==> src/rtl/core/nfkst_pkg.sv <==
`timescale 1ns / 1ps
// ----------------------------------------------------------------------------
// nfkst_pkg
// Shared types and constants for the next-fit key slot table.
// ----------------------------------------------------------------------------
package nfkst_pkg;

    // Default table geometry
    localparam int NUM_SLOTS_DEF  = 64;
    localparam int VALUE_BITS_DEF = 32;

    // Fixed port field widths
    localparam int KIND_W    = 2;
    localparam int KEY_W     = 8;
    localparam int VALUE_W   = 32;
    localparam int STATUS_W  = 2;
    localparam int NEW_KEY_W = 6;

    // Request opcodes
    typedef enum logic [KIND_W-1:0] {
        OP_CREATE = 2'd0,
        OP_DELETE = 2'd1,
        OP_GET    = 2'd2,
        OP_SET    = 2'd3
    } t_op;

    // Result status codes
    typedef enum logic [STATUS_W-1:0] {
        ST_OK     = 2'd0,
        ST_BADKEY = 2'd1,
        ST_FULL   = 2'd2
    } t_status;

    // Control sequencer states
    typedef enum logic {
        S_IDLE = 1'b0,
        S_EXEC = 1'b1
    } t_state;

endpackage

==> src/rtl/core/next_fit_key_slot_table_unit.sv <==
`timescale 1ns / 1ps
// ----------------------------------------------------------------------------
// next_fit_key_slot_table_unit
// Key slot table with next-fit allocation: create, delete, get and set.
// ----------------------------------------------------------------------------
// Busy is high in the cycle after start is taken, and o_done pulses for one
// cycle with the result in the cycle after that, during which the next
// request may already be issued. The value RAM's registered read, issued
// when start is taken, is followed by the read-modify-write state, in which
// a create's rotating free-slot search over the used-bit vector runs. Results
// are shown for exactly one cycle and cannot be held off; the receiver must
// capture them when o_done is high.
// Values in slots that were never written are never visible, since create
// clears the slot it hands out. No clearing pass is needed after reset.
// ----------------------------------------------------------------------------
module next_fit_key_slot_table_unit #(
    parameter int NUM_SLOTS  = nfkst_pkg::NUM_SLOTS_DEF,
    parameter int VALUE_BITS = nfkst_pkg::VALUE_BITS_DEF
) (
    input  logic                           i_clk,
    input  logic                           i_rst_n,
    input  logic                           start,
    output logic                           busy,
    input  logic [nfkst_pkg::KIND_W-1:0]   i_kind,
    input  logic [nfkst_pkg::KEY_W-1:0]    i_key,
    input  logic [nfkst_pkg::VALUE_W-1:0]  i_value,
    output logic                           o_done,
    output logic [nfkst_pkg::STATUS_W-1:0] o_status,
    output logic [nfkst_pkg::NEW_KEY_W-1:0] o_new_key,
    output logic [nfkst_pkg::VALUE_W-1:0]  o_read_value
);

    import nfkst_pkg::*;

    localparam int SLOT_W = $clog2(NUM_SLOTS);

    // Control state
    t_state                r_state, n_state;
    logic [NUM_SLOTS-1:0]  r_used, n_used;
    logic [SLOT_W-1:0]     r_search_start, n_search_start;
    logic                  r_done, n_done;

    // Captured request
    t_op                   r_kind;
    logic [SLOT_W-1:0]     r_idx;
    logic                  r_key_ok;
    logic [VALUE_BITS-1:0] r_value;

    // Result registers
    t_status               r_status, n_status;
    logic [NEW_KEY_W-1:0]  r_new_key, n_new_key;
    logic [VALUE_W-1:0]    r_read_value, n_read_value;

    // RAM port signals
    logic                  ram_we;
    logic [SLOT_W-1:0]     ram_waddr;
    logic [VALUE_BITS-1:0] ram_wdata;
    logic [VALUE_BITS-1:0] ram_rdata;

    // Search results
    logic [NUM_SLOTS-1:0]  free_vec;
    logic [NUM_SLOTS-1:0]  upper_free;
    logic [NUM_SLOTS-1:0]  pick_vec;
    logic [NUM_SLOTS-1:0]  pick_onehot;
    logic [SLOT_W-1:0]     find_idx;
    logic                  free_any;
    logic [SLOT_W-1:0]     next_start;
    logic                  key_valid;

    logic                  accept;

    assign accept = start && (r_state == S_IDLE);
    assign busy   = (r_state == S_EXEC);

    // Value storage; read issued at accept, data ready in the exec cycle
    nfkst_ram #(
        .WIDTH (VALUE_BITS),
        .DEPTH (NUM_SLOTS)
    ) u_value_ram (
        .i_clk   (i_clk),
        .i_we    (ram_we),
        .i_waddr (ram_waddr),
        .i_wdata (ram_wdata),
        .i_re    (accept),
        .i_raddr (SLOT_W'(i_key)),
        .o_rdata (ram_rdata)
    );

    // Rotated next-fit search: first free slot at or above the pointer,
    // otherwise the lowest free slot overall
    always_comb begin
        free_vec = ~r_used;
        for (int i = 0; i < NUM_SLOTS; i++) begin
            upper_free[i] = free_vec[i] && (SLOT_W'(i) >= r_search_start);
        end
        pick_vec    = (upper_free != '0) ? upper_free : free_vec;
        pick_onehot = pick_vec & (~pick_vec + NUM_SLOTS'(1));
        find_idx    = '0;
        for (int i = 0; i < NUM_SLOTS; i++) begin
            if (pick_onehot[i]) begin
                find_idx = find_idx | SLOT_W'(i);
            end
        end
        free_any   = (free_vec != '0);
        next_start = (find_idx == SLOT_W'(NUM_SLOTS - 1)) ? '0 : find_idx + SLOT_W'(1);
    end

    // Key must be in range and in use
    assign key_valid = r_key_ok ? r_used[r_idx] : 1'b0;

    // Next state and read-modify-write
    always_comb begin
        n_state        = r_state;
        n_used         = r_used;
        n_search_start = r_search_start;
        n_done         = 1'b0;
        n_status       = ST_OK;
        n_new_key      = '0;
        n_read_value   = '0;
        ram_we         = 1'b0;
        ram_waddr      = r_idx;
        ram_wdata      = '0;

        unique case (r_state)
            S_IDLE: begin
                if (start) begin
                    n_state = S_EXEC;
                end
            end
            S_EXEC: begin
                n_state = S_IDLE;
                n_done  = 1'b1;
                if (r_kind == OP_CREATE) begin
                    if (free_any) begin
                        n_used[find_idx] = 1'b1;
                        ram_we           = 1'b1;
                        ram_waddr        = find_idx;
                        n_search_start   = next_start;
                        n_new_key        = NEW_KEY_W'(find_idx);
                    end else begin
                        n_status = ST_FULL;
                    end
                end else if (!key_valid) begin
                    n_status = ST_BADKEY;
                end else begin
                    unique case (r_kind)
                        OP_DELETE: begin
                            n_used[r_idx] = 1'b0;
                            ram_we        = 1'b1;
                        end
                        OP_GET: begin
                            n_read_value = VALUE_W'(ram_rdata);
                        end
                        OP_SET: begin
                            ram_we    = 1'b1;
                            ram_wdata = r_value;
                        end
                        default: begin
                        end
                    endcase
                end
            end
            default: begin
                n_state = S_IDLE;
            end
        endcase
    end

    // Control registers
    always_ff @(posedge i_clk) begin
        if (!i_rst_n) begin
            r_state        <= S_IDLE;
            r_used         <= '0;
            r_search_start <= '0;
            r_done         <= 1'b0;
        end else begin
            r_state        <= n_state;
            r_used         <= n_used;
            r_search_start <= n_search_start;
            r_done         <= n_done;
        end
    end

    // Request capture
    always_ff @(posedge i_clk) begin
        if (accept) begin
            r_kind   <= t_op'(i_kind);
            r_idx    <= SLOT_W'(i_key);
            r_key_ok <= (32'(i_key) < 32'(NUM_SLOTS));
            r_value  <= VALUE_BITS'(i_value);
        end
    end

    // Result beat registers
    always_ff @(posedge i_clk) begin
        r_status     <= n_status;
        r_new_key    <= n_new_key;
        r_read_value <= n_read_value;
    end

    assign o_done       = r_done;
    assign o_status     = r_status;
    assign o_new_key    = r_new_key;
    assign o_read_value = r_read_value;

endmodule

==> src/rtl/core/nfkst_ram.sv <==
`timescale 1ns / 1ps
// ----------------------------------------------------------------------------
// nfkst_ram
// Generic single-write, single-read synchronous RAM with registered read data.
// ----------------------------------------------------------------------------
module nfkst_ram #(
    parameter int WIDTH = 32,
    parameter int DEPTH = 64
) (
    input  logic                     i_clk,
    input  logic                     i_we,
    input  logic [$clog2(DEPTH)-1:0] i_waddr,
    input  logic [WIDTH-1:0]         i_wdata,
    input  logic                     i_re,
    input  logic [$clog2(DEPTH)-1:0] i_raddr,
    output logic [WIDTH-1:0]         o_rdata
);

    logic [WIDTH-1:0] r_mem [DEPTH];
    logic [WIDTH-1:0] r_rdata;

    // Write port
    always_ff @(posedge i_clk) begin
        if (i_we) begin
            r_mem[i_waddr] <= i_wdata;
        end
    end

    // Registered read port
    always_ff @(posedge i_clk) begin
        if (i_re) begin
            r_rdata <= r_mem[i_raddr];
        end
    end

    assign o_rdata = r_rdata;

endmodule
==> config.mk <==
export PLATFORM = sky130hd
export DESIGN_NAME = next_fit_key_slot_table_unit
export DESIGN_NICKNAME = d
export VERILOG_FILES = /design/src/rtl/core/nfkst_pkg.sv /design/src/rtl/core/next_fit_key_slot_table_unit.sv /design/src/rtl/core/nfkst_ram.sv
export SDC_FILE = /design/constraint.sdc
export NUM_CORES = 2
export LEC_CHECK = 0
export BUFFER_PORTS_ARGS = -buffer_cell sky130_fd_sc_hd__clkbuf_2
export CAP_MARGIN = 15
export CORE_UTILIZATION = 45
export DETAILED_ROUTE_END_ITERATION = 6
export SLEW_MARGIN = 20
export SYNTH_ARGS = -nofsm -noshare
export SYNTH_HDL_FRONTEND = slang
export SYNTH_SLANG_ARGS = --single-unit
==> constraint.sdc <==
create_clock -name i_clk -period 6.7 [get_ports i_clk]
set_input_delay 0.67 -clock i_clk [delete_from_list [all_inputs] [get_ports i_clk]]
set_output_delay 0.67 -clock i_clk [all_outputs]
set_load 0.05 [all_outputs]
==> flow_summary.rst <==
.. list-table::
   :header-rows: 1

   * - Metric
     - Value
   * - Status
     - finished clean
   * - Switching part of the total
     - 20.4%
   * - Clk pin slew, worst setup/hold paths
     - 0.06 ns
   * - Hold Crit Class
     - in2reg
   * - Final instance area
     - 104,000 sq um
   * - Transition at the pin with the smallest max-transition slack
     - 1.14 ns
   * - Highest fanout seen on the critical path
     - 18
   * - Number of antenna-violating nets in the routed design
     - 0
   * - Post-Synth XOR/XNOR Area
     - 0.0197%
   * - Total detailed-routing wirelength
     - 258,000 um
   * - Clock tree from TritonCTS
     - yes
   * - Nets in the synthesized netlist
     - 4,335
   * - CP Data Required Time
     - 7.22 ns
   * - Total power of the final layout
     - 28,000 uW
   * - Number of placement rows
     - 162
   * - Kind of start point of the critical path
     - flip-flop
   * - First-pass GRT wire length
     - 362,000 um
   * - Placed cell areas
     - 96,700 sq um
   * - Fraction of met3 tracks used by global routing
     - 4.14%
   * - R2R Setup Slk
     - 0.22 ns
   * - NetSw
     - 5720 uW
   * - Busiest layer in global routing
     - met2
   * - Proportion of power drawn by combinational gates
     - 2.5%
   * - Area used by sequential logic in the layout
     - 65,900 sq um
   * - Period utilisation layout
     - 96.7%
   * - Residual DRC count
     - 0
   * - Share of power burned in registers
     - 54.0%
   * - Synthesized-area fraction occupied by adder cells
     - 0.0141%
   * - Antenna violations before repair
     - 12
   * - Worst-case setup margin in the final layout
     - 0.220 ns
   * - Hold Worst Slack
     - 0.108 ns
   * - Headroom to the max-slew limit
     - 24.0%
   * - Final Hold Vio Count
     - 0
   * - Post-synthesis compound-gate area fraction
     - 3.61%
   * - Most common cell after layout, fill and taps aside
     - sky130_fd_sc_hd__edfxtp_1
   * - Die area
     - 199,000 sq um
   * - Number of buffers added by the clock tree synthesis step
     - 222
   * - Most frequent cells in the layout
     - 2,121 x sky130_fd_sc_hd__edfxtp_1, 672 x sky130_fd_sc_hd__mux4_2, 243 x sky130_fd_sc_hd__buf_4, 227 x sky130_fd_sc_hd__clkbuf_16, 145 x sky130_fd_sc_hd__nor2_1
   * - Part of the Yosys area used for sequential elements
     - 74.2%
   * - # IOs
     - 87
   * - Largest net degree at the start of global routing
     - 82
   * - Syn Inst Count
     - 4,289
   * - Area added between synthesis and finish
     - 17.3%
   * - Detailed-route wire length per cell
     - 34.0 um
   * - Maximum Capacitance Violations
     - 0
   * - Count of routing violations after the opening detailed-route iteration
     - 5,952
   * - Post-DP HPWL
     - 167,000 um
   * - Most frequently used flop master after synthesis
     - sky130_fd_sc_hd__edfxtp_1
   * - Flop and latch count out of synthesis
     - 2,233
   * - Maximum root-to-sink buffer count
     - 3
   * - Category of the critical setup timing path
     - reg2reg
   * - Final GP Congestion
     - 0.964
   * - Met2 track demand over resource in global routing
     - 41.8%
   * - Number of flops mapped to enable cells by yosys
     - 2,121
   * - Leakage power summed over all cells
     - 0.0382 uW
   * - Number of H-tree levels
     - 4
   * - R2r endpoint
     - u_value_ram.r_mem[58][23]$_DFFE_PP_
   * - Reg2reg start
     - r_search_start[5]$_SDFFE_PN0P_
   * - Root cell of the clock tree
     - sky130_fd_sc_hd__clkbuf_16
   * - Final worst clock skew
     - 0.0630 ns
   * - Post-synthesis simple-gate area fraction
     - 3.59%
   * - Share of synthesized area spent on multiplexers
     - 17.3%
   * - Fraction of met1 tracks used by global routing
     - 37.0%
   * - Share of post-route cells with drive strength above 1
     - 32.8%
   * - Synth async-reset ratio
     - 0%
   * - Internal
     - 22,300 uW
   * - Worst setup EP type
     - flip-flop
   * - Final Net Count
     - 4,812
   * - Setup-failing EPs final
     - 0
   * - Number of iterations in the first detailed-routing pass
     - 6
   * - Arrival time of data at the critical path endpoint
     - 7.00 ns
   * - Final core occ
     - 53.3%
   * - Worst min-delay path startpoint
     - i_key[6]
   * - Power density over the cells
     - 268 nW/um^2
   * - Via density per instance
     - 6.16
   * - Pre-CTS worst setup slack
     - 0.0392 ns
   * - Worst Hold Path Cells
     - 2
   * - Synthesized area per cell
     - 20.7 sq um
   * - Post-CTS repair timing setup buffer count
     - 0
   * - Overflow after GRT
     - 0
   * - Largest family of logic cells by synthesized area
     - multiplexers
   * - Minimum period implied by the final worst setup slack
     - 6.48 ns
   * - Timing-limited maximum frequency
     - 154 MHz
   * - Overall track demand over capacity in global routing
     - 26.1%
   * - Clk network pwr share
     - 43.5%
   * - Cell Area, Synth
     - 88,800 sq um
   * - Insertion delay of the later-clocked pin in the worst-skew pair
     - 0.87 ns
   * - RSZ-0062 raised after global routing
     - no
   * - Yosys warns
     - 0
   * - Peak supply drop
     - 0.264 mV
   * - Max Transition Viols Final
     - 0
   * - Y dimension of the die
     - 446 um
   * - Total number of vias
     - 46,700
   * - Input/output buffers
     - 86
   * - DIE WIDTH
     - 446 um
   * - Min-Delay Endpoint
     - r_key_ok$_DFFE_PP_
   * - Count of filler cells inserted in the layout
     - 15,100
   * - Clock sink total
     - 2,233
   * - Vias in the first global route
     - 46,500
   * - Unique masters post-synth
     - 96
   * - Placeable Area
     - 196,000 sq um
   * - Footprint of the multi-input gates
     - 22,400 sq um
   * - Cell depth of the worst flop-to-flop path
     - 21
   * - Effective utilization at floorplan
     - 45.4%
## timing repair
action,in CTS,in global routing
endpoints found under the setup margin,18,1108
hold buffers,34,0
hold endpoints to repair,34,0
gates resized for setup,2,7
## per-stage QoR
stage	cells	setup TNS [ns]
6_report	7575	0
5_1_grt	7569	0
2_1_floorplan	4289	0
3_5_place_dp	7131	0
3_3_place_gp	7130	-6.89
4_1_cts	7568	0
## synthesized netlist by cell type, types with 9 or more instances
cell type | count | area [sq um]
sky130_fd_sc_hd__a211oi_1 | 16 | 120
sky130_fd_sc_hd__a21o_1 | 20 | 150
sky130_fd_sc_hd__a21oi_1 | 89 | 445
sky130_fd_sc_hd__a221oi_1 | 15 | 131
sky130_fd_sc_hd__a31oi_1 | 24 | 150
sky130_fd_sc_hd__and2_1 | 86 | 538
sky130_fd_sc_hd__and3_1 | 9 | 56.3
sky130_fd_sc_hd__buf_1 | 67 | 251
sky130_fd_sc_hd__buf_2 | 28 | 140
sky130_fd_sc_hd__buf_6 | 9 | 101
sky130_fd_sc_hd__clkbuf_1 | 137 | 514
sky130_fd_sc_hd__dfxtp_1 | 112 | 2240
sky130_fd_sc_hd__edfxtp_1 | 2121 | 63700
sky130_fd_sc_hd__inv_1 | 19 | 71.3
sky130_fd_sc_hd__mux2_2 | 11 | 124
sky130_fd_sc_hd__mux2i_1 | 9 | 90.1
sky130_fd_sc_hd__mux4_2 | 672 | 15100
sky130_fd_sc_hd__nand2_1 | 95 | 357
sky130_fd_sc_hd__nand3_1 | 44 | 220
sky130_fd_sc_hd__nand4_1 | 18 | 113
sky130_fd_sc_hd__nor2_1 | 211 | 792
sky130_fd_sc_hd__nor2b_1 | 16 | 100
sky130_fd_sc_hd__nor3_1 | 28 | 140
sky130_fd_sc_hd__nor3b_1 | 9 | 67.6
sky130_fd_sc_hd__nor4_1 | 14 | 87.6
sky130_fd_sc_hd__o21a_1 | 69 | 518
sky130_fd_sc_hd__o21ai_0 | 110 | 551
sky130_fd_sc_hd__o21ai_1 | 10 | 50.1
sky130_fd_sc_hd__o22ai_1 | 10 | 62.6
sky130_fd_sc_hd__o31ai_1 | 12 | 90.1
sky130_fd_sc_hd__or2_2 | 12 | 75.1
sky130_fd_sc_hd__or3_1 | 13 | 81.3
## how the worst max path moves through the flow
stage,startpoint,end,slack [ns],depth (start not counted)
after floorplan,r_search_start[3]$_SDFFE_PN0P_,u_value_ram.r_mem[56][0]$_DFFE_PP_,0.59,21
after global placement,r_search_start[5]$_SDFFE_PN0P_,u_value_ram.r_mem[60][3]$_DFFE_PP_,-0.04,22
after detailed placement,r_search_start[2]$_SDFFE_PN0P_,u_value_ram.r_mem[52][30]$_DFFE_PP_,0.04,22
after CTS,r_search_start[3]$_SDFFE_PN0P_,u_value_ram.r_mem[44][29]$_DFFE_PP_,0.01,22
after global routing,r_search_start[5]$_SDFFE_PN0P_,u_value_ram.r_mem[58][28]$_DFFE_PP_,0.01,21
final,r_search_start[5]$_SDFFE_PN0P_,u_value_ram.r_mem[58][23]$_DFFE_PP_,0.22,21
## sequential cells by signal (all words and copies together), names as in the netlist, 2 cells and up
name                 flops
r_value                 32
r_used                  64
r_idx                    6
o_read_value            32
r_search_start           6
o_new_key                6
o_status                 2
u_value_ram.r_mem     2048
u_value_ram.o_rdata     32
r_kind                   2
## cells by family after synthesis
family | after synthesis
xor gates and xnor gates | 2
and+or+nand+nor | 615
DFF | 2233
AOI/OAI and AO/OA | 478
buffers and inverters | 268
adders and majority gates | 1
muxes | 692
## final cells by class
cell class / instances / share of cell area [%]
Timing Repair Buffer: 500 / 5.18
Clock buffer: 293 / 5.78
Inverter: 21 / 0.0757
Antenna cell: 6 / 0.0144
Multi-Input combinational cell: 1788 / 21.5
Sequential cell: 2233 / 63.3
Clock inverter: 110 / 1.04
Tap cell: 2624 / 3.15
## power groups by stage
stage,clock [uW],sequential (uW),combinational (uW)
final,12200,15100,697
after global routing,12900,15100,734
after CTS,12400,15100,706
after detailed placement,0,15400,689
after global placement,0,15400,690
after floorplan,0,15400,435
## worst max-delay path, stage by stage (launching register included)
cell and delay [ns]:
sky130_fd_sc_hd__dfxtp_2 0.53, sky130_fd_sc_hd__buf_4 0.36, sky130_fd_sc_hd__and2_1 0.33, sky130_fd_sc_hd__a21oi_1 0.13, sky130_fd_sc_hd__nor3_1 0.20, sky130_fd_sc_hd__nand4_1 0.21
sky130_fd_sc_hd__or4_1 0.71, sky130_fd_sc_hd__buf_4 0.21, sky130_fd_sc_hd__or3_1 0.41, sky130_fd_sc_hd__a21o_1 0.22, sky130_fd_sc_hd__o41ai_1 0.30, sky130_fd_sc_hd__o2111ai_1 0.23
sky130_fd_sc_hd__a21boi_1 0.23, sky130_fd_sc_hd__o21ai_0 0.11, sky130_fd_sc_hd__nand3_1 0.19, sky130_fd_sc_hd__and3b_1 0.23, sky130_fd_sc_hd__buf_4 0.18, sky130_fd_sc_hd__o31ai_1 0.49
sky130_fd_sc_hd__nand2_1 0.24, sky130_fd_sc_hd__buf_12 0.22, sky130_fd_sc_hd__nor2_4 0.17, sky130_fd_sc_hd__buf_12 0.19
## layer usage
| layer | share of wire, % | wire length (um) |
|---|---|---|
| met1 | 41 | 106000 |
| met2 | 49 | 125000 |
| met3 | 7.1 | 18300 |
| met4 | 3.1 | 8010 |
| met5 | 0.0050 | 13 |
Power figures use the tool's default switching activity.
